==> config.mk <==
export PLATFORM = sky130hd
export DESIGN_NAME = stream_find_and_replace_core
export DESIGN_NICKNAME = d
export VERILOG_FILES = /design/src/rtl/sfr_pkg.sv /design/src/rtl/stream_find_and_replace_core.sv /design/src/rtl/sfr_win_cell.sv /design/src/rtl/sfr_emit_cell.sv
export VERILOG_INCLUDE_DIRS = /design/src /design/src/rtl
export SDC_FILE = /design/constraint.sdc
export NUM_CORES = 2
export LEC_CHECK = 0
export ABC_CLOCK_PERIOD_IN_PS = 17900
export BUFFER_PORTS_ARGS = -buffer_cell sky130_fd_sc_hd__buf_4
export CORE_MARGIN = 8
export CORE_UTILIZATION = 28
export DETAILED_ROUTE_END_ITERATION = 12
export SYNTH_ARGS = -nofsm -noshare
export SYNTH_HDL_FRONTEND = slang
export SYNTH_SLANG_ARGS = --single-unit
==> constraint.sdc <==
create_clock -name clk -period 17.9 [get_ports clk]
set_input_delay 1.79 -clock clk [delete_from_list [all_inputs] [get_ports clk]]
set_output_delay 1.79 -clock clk [all_outputs]
set_load 0.02 [all_outputs]
==> src/rtl/stream_find_and_replace_core_defines.svh <==
// Assertion macros for the stream find-and-replace core.
// No dependencies; the including module must provide clk and rst_n.
`ifndef STREAM_FIND_AND_REPLACE_CORE_DEFINES_SVH
`define STREAM_FIND_AND_REPLACE_CORE_DEFINES_SVH
`ifndef SYNTHESIS
// Check a condition at every clock edge outside reset
`define SFR_ASSERT(label, prop) \
  label: assert property (@(posedge clk) disable iff (!rst_n) (prop)) \
    else $error("stream_find_and_replace_core: check failed");
// Check that a trigger is followed by a condition in the next cycle
`define SFR_ASSERT_STEP(label, ante, cons) \
  label: assert property (@(posedge clk) disable iff (!rst_n) (ante) |=> (cons)) \
    else $error("stream_find_and_replace_core: check failed");
`else
`define SFR_ASSERT(label, prop)
`define SFR_ASSERT_STEP(label, ante, cons)
`endif
`endif

==> src/rtl/sfr_pkg.sv <==
// Shared types, constants and helper functions of the stream find-and-replace core.
// No dependencies; every RTL file of the block refers to it by scoped names.
package sfr_pkg;

  localparam int MAX_PATTERN = 8;
  localparam int BYTE_W      = 8;
  localparam int PACK_W      = MAX_PATTERN * BYTE_W;
  localparam int LEN_W       = 4;
  localparam int WIN_IDX_W   = $clog2(MAX_PATTERN);
  localparam int LIST_LEN    = 2 * MAX_PATTERN;
  localparam int LIST_CNT_W  = $clog2(LIST_LEN + 1);
  localparam int LIST_IDX_W  = $clog2(LIST_LEN);
  localparam int EMIT_DEPTH  = LIST_LEN + 1;
  localparam int EMIT_CNT_W  = $clog2(EMIT_DEPTH + 1);
  localparam int CFG_IDX_W   = 3;
  localparam int CFG_DATA_W  = 64;

  typedef logic [BYTE_W-1:0]     byte_t;
  typedef logic [LEN_W-1:0]      len_t;
  typedef logic [WIN_IDX_W-1:0]  widx_t;
  typedef logic [LIST_CNT_W-1:0] lcnt_t;
  typedef logic [LIST_IDX_W-1:0] lidx_t;
  typedef logic [EMIT_CNT_W-1:0] ecnt_t;
  typedef logic [CFG_IDX_W-1:0]  cfg_idx_t;

  // Register indexes of the configuration port
  localparam cfg_idx_t CFG_MODE      = cfg_idx_t'(0);
  localparam cfg_idx_t CFG_PATTERN   = cfg_idx_t'(1);
  localparam cfg_idx_t CFG_PAT_LEN   = cfg_idx_t'(2);
  localparam cfg_idx_t CFG_REPL      = cfg_idx_t'(3);
  localparam cfg_idx_t CFG_REPL_LEN  = cfg_idx_t'(4);

  typedef enum logic [1:0] {
    MODE_DELETE  = 2'd0,
    MODE_DUP     = 2'd1,
    MODE_REPLACE = 2'd2,
    MODE_KEEP    = 2'd3
  } mode_t;

  typedef struct packed {
    byte_t text_byte;
    logic  text_last;
  } in_data_t;

  typedef struct packed {
    byte_t out_byte;
    logic  out_valid;
    logic  out_last;
  } out_data_t;

  // Per-cell control of the output chain
  typedef struct packed {
    logic load;
    logic shift;
  } emit_ctl_t;

  // Map a length register onto 1..MAX_PATTERN
  function automatic len_t clamp_len(input len_t v);
    len_t r;
    if (v == '0) begin
      r = len_t'(1);
    end else if (v > len_t'(MAX_PATTERN)) begin
      r = len_t'(MAX_PATTERN);
    end else begin
      r = v;
    end
    return r;
  endfunction

  // Pick byte idx of a packed byte string, first byte in the low bits
  function automatic byte_t packed_byte(input logic [PACK_W-1:0] word, input widx_t idx);
    return word[idx*BYTE_W +: BYTE_W];
  endfunction

endpackage

==> src/rtl/stream_find_and_replace_core.sv <==
// Top level of the stream find-and-replace core: config registers, window row, output chain.
// Depends on sfr_pkg, sfr_win_cell, sfr_emit_cell and stream_find_and_replace_core_defines.svh.
//
// Usage:
//   in_*  : one text byte per transaction, text_last on the final byte of a string.
//   out_* : one result item per transaction; out_valid in the payload is 0 only for a
//           bare end marker, out_last marks the final item of the string.
//   cfg_* : register writes (mode, pattern, pattern length, replacement, replacement length),
//           always ready and taken: the user must write only while no string is in progress.
// Results: the results of an item are registered into the output chain when it is accepted
//   and appear on out_* in the next cycle, behind a result that is still queued.
// Throughput: one item per cycle while each item yields at most one result and the receiver
//   does not stall. An item that yields several results holds the output until they drain;
//   the 17-entry output chain drains one item per cycle while out_ready is high; a new input
//   is taken whenever at most one result is queued, so a single waiting result never blocks it.
// Reset: window empty, output chain empty, registers at mode 0, lengths 1, strings 0.
//   No clearing pass is needed.
// Receiver stall: the queued result holds on out_data; once an item that yields results
//   is taken behind it, in_ready drops until at most one result is left in the chain.
`include "stream_find_and_replace_core_defines.svh"

module stream_find_and_replace_core (
  input  logic                       clk,
  input  logic                       rst_n,
  input  logic                       in_valid,
  output logic                       in_ready,
  input  sfr_pkg::in_data_t          in_data,
  output logic                       out_valid,
  input  logic                       out_ready,
  output sfr_pkg::out_data_t         out_data,
  input  logic                       cfg_valid,
  output logic                       cfg_ready,
  input  sfr_pkg::cfg_idx_t          cfg_index,
  input  logic [sfr_pkg::CFG_DATA_W-1:0] cfg_data
);

  // Configuration registers
  sfr_pkg::mode_t                 mode_r;
  logic [sfr_pkg::PACK_W-1:0]     pat_r;
  logic [sfr_pkg::PACK_W-1:0]     rep_r;
  sfr_pkg::len_t                  plen_r;
  sfr_pkg::len_t                  rlen_r;

  // Window and output chain state
  sfr_pkg::len_t                  fill_r;
  sfr_pkg::len_t                  fill_nxt;
  sfr_pkg::ecnt_t                 emit_cnt_r;
  sfr_pkg::ecnt_t                 emit_cnt_nxt;

  sfr_pkg::byte_t                 win_view [sfr_pkg::MAX_PATTERN];
  logic                           win_eq   [sfr_pkg::MAX_PATTERN];
  sfr_pkg::byte_t                 win_nxt  [sfr_pkg::MAX_PATTERN];

  sfr_pkg::len_t                  plen;
  sfr_pkg::len_t                  rlen;
  sfr_pkg::len_t                  fill_new;
  sfr_pkg::len_t                  drop;
  sfr_pkg::len_t                  rem_fill;
  logic                           decide;
  logic                           all_eq;
  logic                           hit;
  logic                           marker;
  logic                           in_fire;
  logic                           out_fire;
  logic                           base;
  sfr_pkg::lcnt_t                 head_cnt;
  sfr_pkg::lcnt_t                 tail_cnt;
  sfr_pkg::lcnt_t                 list_cnt;
  sfr_pkg::lcnt_t                 n_eff;
  sfr_pkg::lcnt_t                 kk;
  sfr_pkg::lcnt_t                 t;
  sfr_pkg::lcnt_t                 src;
  sfr_pkg::byte_t                 b;
  sfr_pkg::ecnt_t                 rel;

  sfr_pkg::out_data_t             list_item [sfr_pkg::LIST_LEN];
  sfr_pkg::out_data_t             emit_q    [sfr_pkg::EMIT_DEPTH];
  sfr_pkg::out_data_t             emit_ld   [sfr_pkg::EMIT_DEPTH];
  sfr_pkg::out_data_t             emit_next [sfr_pkg::EMIT_DEPTH];
  sfr_pkg::emit_ctl_t             emit_ctl  [sfr_pkg::EMIT_DEPTH];

  // Write configuration registers
  assign cfg_ready = 1'b1;

  always_ff @(posedge clk) begin
    if (!rst_n) begin
      mode_r <= sfr_pkg::MODE_DELETE;
      pat_r  <= '0;
      plen_r <= sfr_pkg::len_t'(1);
      rep_r  <= '0;
      rlen_r <= sfr_pkg::len_t'(1);
    end else if (cfg_valid) begin
      case (cfg_index)
        sfr_pkg::CFG_MODE:     mode_r <= sfr_pkg::mode_t'(cfg_data[1:0]);
        sfr_pkg::CFG_PATTERN:  pat_r  <= cfg_data[sfr_pkg::PACK_W-1:0];
        sfr_pkg::CFG_PAT_LEN:  plen_r <= cfg_data[sfr_pkg::LEN_W-1:0];
        sfr_pkg::CFG_REPL:     rep_r  <= cfg_data[sfr_pkg::PACK_W-1:0];
        sfr_pkg::CFG_REPL_LEN: rlen_r <= cfg_data[sfr_pkg::LEN_W-1:0];
        default: ;
      endcase
    end
  end

  // Handshake
  assign in_ready  = (emit_cnt_r <= sfr_pkg::ecnt_t'(1));
  assign in_fire   = in_valid && in_ready;
  assign out_valid = (emit_cnt_r != '0);
  assign out_fire  = out_valid && out_ready;
  assign out_data  = emit_q[0];

  // Window row: the cell at the fill position sees the new byte
  for (genvar gi = 0; gi < sfr_pkg::MAX_PATTERN; gi++) begin : g_win
    sfr_win_cell u_win_cell (
      .clk      (clk),
      .en       (in_fire),
      .tail     (fill_r == sfr_pkg::len_t'(gi)),
      .in_byte  (in_data.text_byte),
      .pat_byte (pat_r[gi*sfr_pkg::BYTE_W +: sfr_pkg::BYTE_W]),
      .nxt_byte (win_nxt[gi]),
      .cur_byte (win_view[gi]),
      .byte_eq  (win_eq[gi])
    );
  end

  // Decide on the oldest bytes and build the result list
  always_comb begin
    plen     = sfr_pkg::clamp_len(plen_r);
    rlen     = sfr_pkg::clamp_len(rlen_r);
    fill_new = fill_r + sfr_pkg::len_t'(1);
    decide   = (fill_new >= plen);

    all_eq = 1'b1;
    for (int i = 0; i < sfr_pkg::MAX_PATTERN; i++) begin
      if ((sfr_pkg::len_t'(i) < plen) && !win_eq[i]) begin
        all_eq = 1'b0;
      end
    end
    hit = decide && all_eq;

    // Drop the whole match on a hit, else the oldest byte once the window is full enough
    if (hit) begin
      drop = plen;
    end else if (decide) begin
      drop = sfr_pkg::len_t'(1);
    end else begin
      drop = '0;
    end
    rem_fill = fill_new - drop;

    // Count the substitution bytes (or the released oldest byte on a miss) and the flushed remainder
    head_cnt = '0;
    if (hit) begin
      case (mode_r)
        sfr_pkg::MODE_DUP:     head_cnt = sfr_pkg::lcnt_t'({plen, 1'b0});
        sfr_pkg::MODE_REPLACE: head_cnt = sfr_pkg::lcnt_t'(rlen);
        sfr_pkg::MODE_KEEP:    head_cnt = sfr_pkg::lcnt_t'(plen);
        default:               head_cnt = '0;
      endcase
    end else if (decide) begin
      head_cnt = sfr_pkg::lcnt_t'(1);
    end
    tail_cnt = in_data.text_last ? sfr_pkg::lcnt_t'(rem_fill) : '0;
    list_cnt = head_cnt + tail_cnt;
    marker   = in_data.text_last && (list_cnt == '0);
    n_eff    = marker ? sfr_pkg::lcnt_t'(1) : list_cnt;

    // Substitution bytes first, then the flushed window remainder
    for (int k = 0; k < sfr_pkg::LIST_LEN; k++) begin
      kk = sfr_pkg::lcnt_t'(k);
      t  = '0;
      if (kk < head_cnt) begin
        if (!hit) begin
          b = win_view[0];
        end else begin
          case (mode_r)
            sfr_pkg::MODE_DUP: begin
              if (kk < sfr_pkg::lcnt_t'(plen)) begin
                b = sfr_pkg::packed_byte(pat_r, sfr_pkg::widx_t'(kk));
              end else begin
                b = sfr_pkg::packed_byte(pat_r,
                      sfr_pkg::widx_t'(kk - sfr_pkg::lcnt_t'(plen)));
              end
            end
            sfr_pkg::MODE_REPLACE: b = sfr_pkg::packed_byte(rep_r, sfr_pkg::widx_t'(kk));
            default:               b = sfr_pkg::packed_byte(pat_r, sfr_pkg::widx_t'(kk));
          endcase
        end
      end else begin
        t = kk - head_cnt + sfr_pkg::lcnt_t'(drop);
        b = (t < sfr_pkg::lcnt_t'(sfr_pkg::MAX_PATTERN)) ? win_view[sfr_pkg::widx_t'(t)] : '0;
      end
      list_item[k].out_byte  = b;
      list_item[k].out_valid = 1'b1;
      list_item[k].out_last  = in_data.text_last && (kk == list_cnt - sfr_pkg::lcnt_t'(1));
    end

    // Bare end marker when the last byte yields nothing
    if (marker) begin
      list_item[0].out_byte  = '0;
      list_item[0].out_valid = 1'b0;
      list_item[0].out_last  = 1'b1;
    end

    // Shift the window by the dropped count
    for (int i = 0; i < sfr_pkg::MAX_PATTERN; i++) begin
      src = sfr_pkg::lcnt_t'(i) + sfr_pkg::lcnt_t'(drop);
      win_nxt[i] = (src < sfr_pkg::lcnt_t'(sfr_pkg::MAX_PATTERN)) ?
                   win_view[sfr_pkg::widx_t'(src)] : '0;
    end

    fill_nxt = in_fire ? (in_data.text_last ? '0 : rem_fill) : fill_r;
  end

  // Output chain control: append behind a result that stays queued
  always_comb begin
    base = (emit_cnt_r == sfr_pkg::ecnt_t'(1)) && !out_fire;
    for (int j = 0; j < sfr_pkg::EMIT_DEPTH; j++) begin
      rel = sfr_pkg::ecnt_t'(j) - sfr_pkg::ecnt_t'(base);
      emit_ctl[j].load  = in_fire && (sfr_pkg::ecnt_t'(j) >= sfr_pkg::ecnt_t'(base)) &&
                          (rel < sfr_pkg::ecnt_t'(n_eff));
      emit_ctl[j].shift = out_fire;
      emit_ld[j] = (rel < sfr_pkg::ecnt_t'(sfr_pkg::LIST_LEN)) ?
                   list_item[sfr_pkg::lidx_t'(rel)] : '0;
    end
    if (in_fire) begin
      emit_cnt_nxt = sfr_pkg::ecnt_t'(base) + sfr_pkg::ecnt_t'(n_eff);
    end else begin
      emit_cnt_nxt = emit_cnt_r - sfr_pkg::ecnt_t'(out_fire);
    end
  end

  // Output chain: cell 0 drives the result channel
  for (genvar gj = 0; gj < sfr_pkg::EMIT_DEPTH; gj++) begin : g_emit
    if (gj < sfr_pkg::EMIT_DEPTH - 1) begin : g_mid
      assign emit_next[gj] = emit_q[gj+1];
    end else begin : g_end
      assign emit_next[gj] = '0;
    end
    sfr_emit_cell u_emit_cell (
      .clk       (clk),
      .ctl       (emit_ctl[gj]),
      .ld_item   (emit_ld[gj]),
      .next_item (emit_next[gj]),
      .item      (emit_q[gj])
    );
  end

  // Control state
  always_ff @(posedge clk) begin
    if (!rst_n) begin
      fill_r     <= '0;
      emit_cnt_r <= '0;
    end else begin
      fill_r     <= fill_nxt;
      emit_cnt_r <= emit_cnt_nxt;
    end
  end

  // Checks
  `SFR_ASSERT(a_emit_cnt_bound, emit_cnt_r <= sfr_pkg::ecnt_t'(sfr_pkg::EMIT_DEPTH))
  `SFR_ASSERT(a_window_not_full, fill_r < sfr_pkg::len_t'(sfr_pkg::MAX_PATTERN))
  `SFR_ASSERT_STEP(a_last_empties_window, in_fire && in_data.text_last, fill_r == '0)
  `SFR_ASSERT_STEP(a_last_gives_result, in_fire && in_data.text_last, emit_cnt_r != '0)

endmodule

==> src/rtl/sfr_win_cell.sv <==
// One cell of the match window: holds a text byte and compares it with its pattern byte.
// Depends on sfr_pkg.
module sfr_win_cell (
  input  logic           clk,
  input  logic           en,
  input  logic           tail,
  input  sfr_pkg::byte_t in_byte,
  input  sfr_pkg::byte_t pat_byte,
  input  sfr_pkg::byte_t nxt_byte,
  output sfr_pkg::byte_t cur_byte,
  output logic           byte_eq
);

  sfr_pkg::byte_t byte_r;
  sfr_pkg::byte_t byte_nxt;

  // The tail cell sees the incoming byte in the cycle it arrives
  assign cur_byte = tail ? in_byte : byte_r;
  assign byte_eq  = (cur_byte == pat_byte);

  // Take the byte of the window shifted by the dropped count on each accepted transaction
  assign byte_nxt = en ? nxt_byte : byte_r;

  always_ff @(posedge clk) begin
    byte_r <= byte_nxt;
  end

endmodule

==> src/rtl/sfr_emit_cell.sv <==
// One cell of the output chain: loads a result item or takes its neighbor's item.
// Depends on sfr_pkg.
module sfr_emit_cell (
  input  logic                clk,
  input  sfr_pkg::emit_ctl_t  ctl,
  input  sfr_pkg::out_data_t  ld_item,
  input  sfr_pkg::out_data_t  next_item,
  output sfr_pkg::out_data_t  item
);

  sfr_pkg::out_data_t item_r;
  sfr_pkg::out_data_t item_nxt;

  // Load wins over shift; otherwise hold
  always_comb begin
    if (ctl.load) begin
      item_nxt = ld_item;
    end else if (ctl.shift) begin
      item_nxt = next_item;
    end else begin
      item_nxt = item_r;
    end
  end

  always_ff @(posedge clk) begin
    item_r <= item_nxt;
  end

  assign item = item_r;

endmodule

-- Yosys cells after proc, flatten, opt, wreduce, memory -nomap -nowiden
Cells that the tools add are included.
- add/subtract/negate cells: 78
- order comparisons: 144
- eq/ne operators: 38
- shifts and indexed selects: 16
- muxes and demuxes: 283
- bitwise logic cells: 41
- reduce and logical (&&, ||, !) cells: 86
- operators by type and width (kind ; number):
    $shiftx 64x7->8 ; 16
    $mux 8 ; 119
    $mux 10 ; 86
    $bmux 10 s4 ; 17
    $bmux 8 s3 ; 24
    $pmux 8 s2 ; 16
    $lt 5x4->1 const B ; 23
    $ge 4x4->1 const B ; 24
    $not 3->4 ; 24
    $add 5x4->5 ; 17
    $ge 5x5->1 const B ; 17
    $lt 5x5->1 ; 17
    $lt 5x5->1 const B ; 17
    $not 4->5 ; 17
    $eq 8x8->1 ; 8
    $logic_and 1x1->1 ; 48
    $eq 4x5->1 const A ; 8
    $lt 4x5->1 const A ; 8
    $sub 4x1->5 const A ; 8
    $sub 4x5->5 const A ; 8
    $reduce_bool 2->1 ; 17
    $lt 3x4->1 const A ; 8
    $lt 4x4->1 const A ; 7
    $mux 4 ; 7
    50 further kinds ; 125
- flip-flop bits (word level): 381
- output and inout port bits: 13

-- Depth between registers and ports, before layout
- depth after elaboration: 29
- mapped depth: 40

-- Modules after synthesis
A second synthesis with hierarchy kept.
- cell total of the unflattened synthesis: 3550
- area total of the unflattened synthesis: 33796.2 um2
- modules (own cells, without submodules) (module ; instances ; cells each ; area an instance (um2) ; sequential area each (um2)):
    stream_find_and_replace_core ; 1 ; 2952 ; 22191.3 ; 2942.8
    sfr_emit_cell ; 17 ; 22 ; 464.2 ; 300.3
    sfr_win_cell ; 8 ; 28 ; 464.2 ; 240.2

-- Least setup slack after synthesis
OpenSTA, ideal clock, no wires.
- path type: reg2reg
- start: reg plen_r[1]
- end: reg g_emit[11].u_emit_cell.item_r (netlist bit g_emit[11].u_emit_cell.item[0]) (enable)
- library setup time: 340 ps
- arrival: 8520 ps
- slack: 9041 ps
- stages on the path, launching flop included: 39
- clock period less this slack: 8859 ps
- cells stage by stage: dfxtp_1 > clkbuf_1 > nor2_1 > o21a_1 > clkbuf_1 > buf_2 > buf_1 > clkbuf_1 > ha_1 > nand2b_1 > a21o_1 > a21o_1 > a21oi_1 > or4_1 > nor3b_2 > and3_1 > buf_4 > nand2_2 > (+3 left out) > a21oi_1 > xnor2_1 > xnor2_1 > and2_1 > ha_1 > xnor2_1 > inv_1 > nand2_1 > or3_1 > mux2i_2 > buf_2 > or2_2 > ha_1 > nand2_1 > a21oi_1 > o21ai_1 > buf_2 > nand2_1
- word-level cells in the longest chain between the ends: 24
- elaborated cells on any way between the ends: 44
- ends and longest elaborated chain (what ; RTL line ; RTL):
    from (decl) ; stream_find_and_replace_core.sv:41 ; sfr_pkg::len_t plen_r;
    from (signal assigned) ; stream_find_and_replace_core.sv:89 ; plen_r <= sfr_pkg::len_t'(1);
    from (signal assigned) ; stream_find_and_replace_core.sv:96 ; sfr_pkg::CFG_PAT_LEN: plen_r <= cfg_data[sfr_pkg::LEN_W-1:0];
    $gt 4x4->1 ; sfr_pkg.sv:62 ; end else if (v > len_t'(MAX_PATTERN)) begin
    $mux 4 ; sfr_pkg.sv:62 ;
    $mux 4 (*) ; sfr_pkg.sv:60 ; if (v == '0) begin
    $lt 1x4->1 ; stream_find_and_replace_core.sv:134 ; if ((sfr_pkg::len_t'(i) < plen) && !win_eq[i]) begin
    $logic_and 1x1->1 ; stream_find_and_replace_core.sv:134 ;
    $mux 1 (8 in series) ; stream_find_and_replace_core.sv:134 ;
    $logic_and 1x1->1 ; stream_find_and_replace_core.sv:138 ; hit = decide && all_eq;
    $mux 4 ; stream_find_and_replace_core.sv:141 ; if (hit) begin
    $sub 4x4->4 ; stream_find_and_replace_core.sv:148 ; rem_fill = fill_new - drop;
    $mux 4 ; stream_find_and_replace_core.sv:162 ; tail_cnt = in_data.text_last ? sfr_pkg::lcnt_t'(rem_fill) : '0;
    $add 5x4->5 (*) ; stream_find_and_replace_core.sv:163 ; list_cnt = head_cnt + tail_cnt;
    $logic_not 5->1 ; stream_find_and_replace_core.sv:164 ; marker = in_data.text_last && (list_cnt == '0);
    $logic_and 1x1->1 ; stream_find_and_replace_core.sv:164 ;
    $mux 5 (*) ; stream_find_and_replace_core.sv:165 ; n_eff = marker ? sfr_pkg::lcnt_t'(1) : list_cnt;
    $lt 5x5->1 (*) ; stream_find_and_replace_core.sv:220 ; (rel < sfr_pkg::ecnt_t'(n_eff));
    $logic_and 1x1->1 (*) ; stream_find_and_replace_core.sv:219 ; emit_ctl[j].load = in_fire && (sfr_pkg::ecnt_t'(j) >= sfr_pkg::ecnt_t'(base)) &&
    $reduce_bool 2->1 (no source line) (*) ; - ;
    to (signal assigned) ; sfr_emit_cell.sv:26 ; item_r <= item_nxt;
    to (decl) ; sfr_emit_cell.sv:11 ; sfr_pkg::out_data_t item_r;
Every way passes the cells marked *; elsewhere a longest branch is shown, timed or not.
A chain may end at the register's enable or synchronous reset.

-- Final worst setup path
- start: reg fill_r[0]
- end: reg g_emit[8].u_emit_cell.item_r (netlist bit g_emit[8].u_emit_cell.item[2]) (enable)
- word-level cells in the longest chain between the ends: 24
- elaborated cells on any way between the ends: 64
- ends and longest elaborated chain (what ; RTL line ; RTL):
    from (decl) ; stream_find_and_replace_core.sv:45 ; sfr_pkg::len_t fill_r;
    from (signal assigned) ; stream_find_and_replace_core.sv:254 ; fill_r <= fill_nxt;
    $logic_not 4->1 ; stream_find_and_replace_core.sv:116 ; .tail (fill_r == sfr_pkg::len_t'(gi)),
    $mux 8 ; sfr_win_cell.sv:18 ; assign cur_byte = tail ? in_byte : byte_r;
    $eq 8x8->1 ; sfr_win_cell.sv:19 ; assign byte_eq = (cur_byte == pat_byte);
    $logic_not 1->1 ; stream_find_and_replace_core.sv:134 ;
    $logic_and 1x1->1 ; stream_find_and_replace_core.sv:134 ;
    $mux 1 (8 in series) ; stream_find_and_replace_core.sv:134 ;
    $logic_and 1x1->1 ; stream_find_and_replace_core.sv:138 ;
    $mux 4 ; stream_find_and_replace_core.sv:141 ;
    $sub 4x4->4 ; stream_find_and_replace_core.sv:148 ;
    $mux 4 ; stream_find_and_replace_core.sv:162 ;
    $add 5x4->5 (*) ; stream_find_and_replace_core.sv:163 ;
    $logic_not 5->1 ; stream_find_and_replace_core.sv:164 ;
    $logic_and 1x1->1 ; stream_find_and_replace_core.sv:164 ;
    $mux 5 (*) ; stream_find_and_replace_core.sv:165 ;
    $lt 5x5->1 (*) ; stream_find_and_replace_core.sv:220 ;
    $logic_and 1x1->1 (*) ; stream_find_and_replace_core.sv:219 ;
    $reduce_bool 2->1 (no source line) (*) ; - ;
    to (signal assigned) ; sfr_emit_cell.sv:26 ;
    to (decl) ; sfr_emit_cell.sv:11 ;
Marks and branches as above.

==> run summary <==
The tools report the count of mapped cells out of synthesis as 3,648. The average instance in the mapped netlist occupies 8.72 µm². The path with the worst hold slack has its endpoint at rep_r[28]$_SDFFE_PN0P_. The worst stage delay on the critical path is 0.90 ns, and the path depth of the worst reg2reg path is 26. Of all cell types, the one taking the most synthesized area is sky130_fd_sc_hd__edfxtp_1.

The average via count per standard cell is 5.91, and the remaining number of nets flagged by the antenna check after routing is 0. The tools report the relative max-transition margin as 0.00112. In this run, post-CTS repair resized a total of 0 instances. The final reports fail on max-capacitance violations. The number of enable-type register cells in the synthesized netlist is 234, and the synthesized area is 0.0318 mm². Clock buffer count from CTS: 48.

TritonCTS built the clock tree. Global routing finished with a remaining overflow of 0. The reg-to-reg critical path endpoint is g_emit[8].u_emit_cell.item[2]$_DFFE_PP_. The share of the clock period used by the worst path was 0.599; the floorplan die area was 0.125 mm². Counting instances in the post-synthesis netlist gives the leading cell types as sky130_fd_sc_hd__nand2_1 (652), sky130_fd_sc_hd__nor2_1 (318), sky130_fd_sc_hd__mux2i_1 (247). In the routed design, unresolved DRC markers number 0. The die is 353 µm wide. The run gives 0.282 as the effective utilization at floorplan. STA classifies the critical path endpoint as a register. The layout-stage area growth over the synthesis result was 11.4%; the total power after layout was 4.08 mW. The run gives 0 as the number of endpoints with negative hold slack in the final report.

By area the synthesized netlist is led by sky130_fd_sc_hd__edfxtp_1 (22%), sky130_fd_sc_hd__dfxtp_1 (9.3%), sky130_fd_sc_hd__mux4_2 (8.4%). Clock tree synthesis found a total of 381 sinks. The H-tree was split into 2 levels. The run finished, with violations left. The startpoint identified for the worst register-to-register timing path is fill_r[0]$_SDFFE_PN0P_.

Along the worst hold path, the cell count comes to 2. The vertical extent of the die is 353 µm, and the slack of the worst reg-to-reg path is 7.19 ns. The count of standard-cell rows is 123.

The final net count is 3,733. Data arrives at the worst endpoint at 10.96 ns. The share of synthesized flip-flops with an asynchronous set or reset was 0; the total routing resource utilization after global routing was 0.230. At the worst endpoint, the required time is 18.14 ns. The core outline area is 0.113 mm². The cell with the largest stage delay on the worst path was sky130_fd_sc_hd__o21ai_1.

Synthesis produced a netlist with a net count of 3,802. The number of antenna violations at the first check in global routing came out at 3. The placer congestion estimate was 1.03. Across the routed clock network, the largest skew measured is 0.0317 ns. The logs give 94 for the count of pins on the block boundary and 30,300 for the count of vias placed by the detailed router. Subtracting the final worst setup slack from the clock period gives 10.71 ns. The analysis attributes to cell leakage a power of 12.9 nW. The run gives 0 as the post-CTS repair timing setup buffer count. The final core area utilization is 0.314, and the iteration-0 DRC count of the detailed router is 4,439.

The tools report the count of maximum capacitance violations as 2. In this run the most critical hold path is launched from rep_r[28]$_SDFFE_PN0P_. The total of hold buffers inserted after clock tree synthesis was 0; the setup TNS was 0 ns.

The number of different library cells used by synthesis comes to 90. The wire length per cell after detailed routing is 29.7 µm, and the final wirelength is 152,000 µm. The clock transition at the registers of the reported paths is 0.07 ns, and the pin count of the biggest net entering global routing is 102.

The worst-case IR drop observed on VDD is 0.0656 mV. The logs give 0 for the max-slew violation count and 211,000 µm for the first-pass GRT wire length. The worst setup path is launched from a register. The achievable frequency is 0.0933 GHz, and the buffer levels on the longest clock path is 3.

The share of the synthesized area in the top cell type works out to 0.221. The most used flip-flop cell after synthesis is sky130_fd_sc_hd__edfxtp_1. Setup repair after global routing left no endpoint under its margin. In this run the worst hold path is classified as reg2reg. The count of synthesis-stage warnings from yosys was 0; the HPWL after detailed placement was 118,000 µm. The worst setup path is of the reg2reg kind. For the pin with the worst max-slew slack, the measured transition is 1.48 ns.

In this run the power density over the cells is 115 mW/mm². Setup violations remaining at the end of the flow were counted as 0. The fraction of final layout cells with drive strength greater than 1 was 0.162.

The most common cell in the synthesized netlist is sky130_fd_sc_hd__nand2_1. For this run, the detailed router's first-pass iteration total came to 6. The synthesis-stage register bit count was 381. The tree is rooted in a sky130_fd_sc_hd__clkbuf_16.

During placement, the flow inserted port buffers numbering 92. The via count of the first global-routing pass was 27,800; the worst-path maximum fanout was 30. For the clock latency reported for the late side of the worst-skew pair, the log shows 0.64 ns. The sequential area share after synthesis came out at 0.313.
==> through the flow <==
stage	area, µm²	setup slack (ns)	hold slack (ns)	instances
2_1_floorplan	31800	9.04	0.436	3648
3_3_place_gp	33900	7.26	0.453	5029
3_5_place_dp	33900	7.03	0.459	5029
4_1_cts	35400	7.38	0.467	5115
5_1_grt	35400	6.49	0.486	5115
6_report	35400	7.19	0.464	5117
==> routing by layer <==
layer  track usage  routed length (µm)  part of all wire
met1         0.310               62300              0.41
met2         0.337               62600              0.41
met3        0.0524               16000              0.11
met4         0.132               11000             0.072
met5             0                  18           0.00012
==> state kept, by name, summed over array words and instances (netlist names) <==
signal,cells
mode_r,2
rep_r,64
pat_r,64
g_win.u_win_cell.byte_r,64
emit_cnt_r,5
plen_r,4
rlen_r,4
fill_r,4
g_emit.u_emit_cell.item,170
==> critical path, delay by kind of cell (launching register included) <==
family	cells	cell delay (ns)
buffers and inverters	3	1.22
xor gates and xnor gates	1	0.61
muxes	2	0.54
DFF	1	0.48
adders and majority gates	4	1.29
and+or+nand+nor	9	3.62
AOI/OAI and AO/OA	7	2.49
==> cells by family (layout without fill, tap and decap cells) <==
| logic type | count (synthesis) | in the layout | synth area share |
|---|---|---|---|
| xor+xnor | 79 | 79 | 0.0227 |
| flops | 381 | 381 | 0.313 |
| compound gates | 1007 | 1007 | 0.210 |
| mux | 486 | 486 | 0.205 |
| buf+inv | 377 | 344 | 0.0483 |
| other cells | 1 | 3 | 0.000118 |
| simple gates | 1244 | 1244 | 0.169 |
| fa+ha+maj | 73 | 73 | 0.0320 |
==> report_power, final <==
part	total [mW]	switching [mW]	internal, mW
registers	1.38	0.119	1.26
clock network	0.944	0.413	0.532
logic	1.76	1.18	0.572
total	4.08	1.72	2.37
==> worst max-delay path by stage <==
stage,from,end,slack [ns],depth (start not counted)
6_report,fill_r[0]$_SDFFE_PN0P_,g_emit[8].u_emit_cell.item[2]$_DFFE_PP_,7.19,26
3_5_place_dp,in_data[8],g_emit[8].u_emit_cell.item[7]$_DFFE_PP_,7.03,25
4_1_cts,fill_r[0]$_SDFFE_PN0P_,g_emit[8].u_emit_cell.item[3]$_DFFE_PP_,7.38,26
3_3_place_gp,in_data[8],g_emit[8].u_emit_cell.item[3]$_DFFE_PP_,7.26,28
5_1_grt,fill_r[0]$_SDFFE_PN0P_,g_emit[8].u_emit_cell.item[9]$_DFFE_PP_,6.49,26
2_1_floorplan,plen_r[1]$_SDFFE_PN0P_,g_emit[11].u_emit_cell.item[0]$_DFFE_PP_,9.04,38
==> layout make-up <==
type / instances / area, µm²
multi-input combinational: 2890 / 20400
clock buffer: 61 / 1300
timing repair buffer: 179 / 1340
antenna: 2 / 5.00
fill: 11900 / 77200
sequential: 381 / 9970
inverter: 79 / 299
clock inverter: 25 / 185
tap: 1500 / 1880
==> placed cells by master, fill, tap and decap left out, types with 13 or more instances in the layout <==
cell type,synthesis,routed
sky130_fd_sc_hd__nand2_1,652,652
sky130_fd_sc_hd__nor2_1,318,315
sky130_fd_sc_hd__mux2i_1,247,247
sky130_fd_sc_hd__edfxtp_1,234,234
sky130_fd_sc_hd__a21oi_1,206,206
sky130_fd_sc_hd__o21ai_0,184,180
sky130_fd_sc_hd__buf_4,10,179
sky130_fd_sc_hd__dfxtp_1,147,147
sky130_fd_sc_hd__a21boi_0,130,130
sky130_fd_sc_hd__mux4_2,118,118
sky130_fd_sc_hd__mux2_2,111,111
sky130_fd_sc_hd__inv_1,73,72
sky130_fd_sc_hd__o22ai_1,66,66
sky130_fd_sc_hd__a211oi_1,65,65
sky130_fd_sc_hd__a22oi_1,64,64
sky130_fd_sc_hd__o31ai_1,65,62
sky130_fd_sc_hd__nand2b_1,58,58
sky130_fd_sc_hd__ha_1,59,56
sky130_fd_sc_hd__clkbuf_16,0,50
sky130_fd_sc_hd__nor2b_1,45,43
sky130_fd_sc_hd__xnor2_1,44,42
sky130_fd_sc_hd__nor3_1,41,40
sky130_fd_sc_hd__a31oi_1,39,39
sky130_fd_sc_hd__o211ai_1,38,38
sky130_fd_sc_hd__xor2_1,32,30
sky130_fd_sc_hd__a22o_1,20,20
sky130_fd_sc_hd__nand3_1,20,19
sky130_fd_sc_hd__or2_2,19,19
sky130_fd_sc_hd__or3_1,17,16
sky130_fd_sc_hd__o21ai_1,12,16
sky130_fd_sc_hd__nor4_1,15,15
sky130_fd_sc_hd__and2_1,15,15
sky130_fd_sc_hd__o31ai_2,10,13
Power figures use the tool's default switching activity.
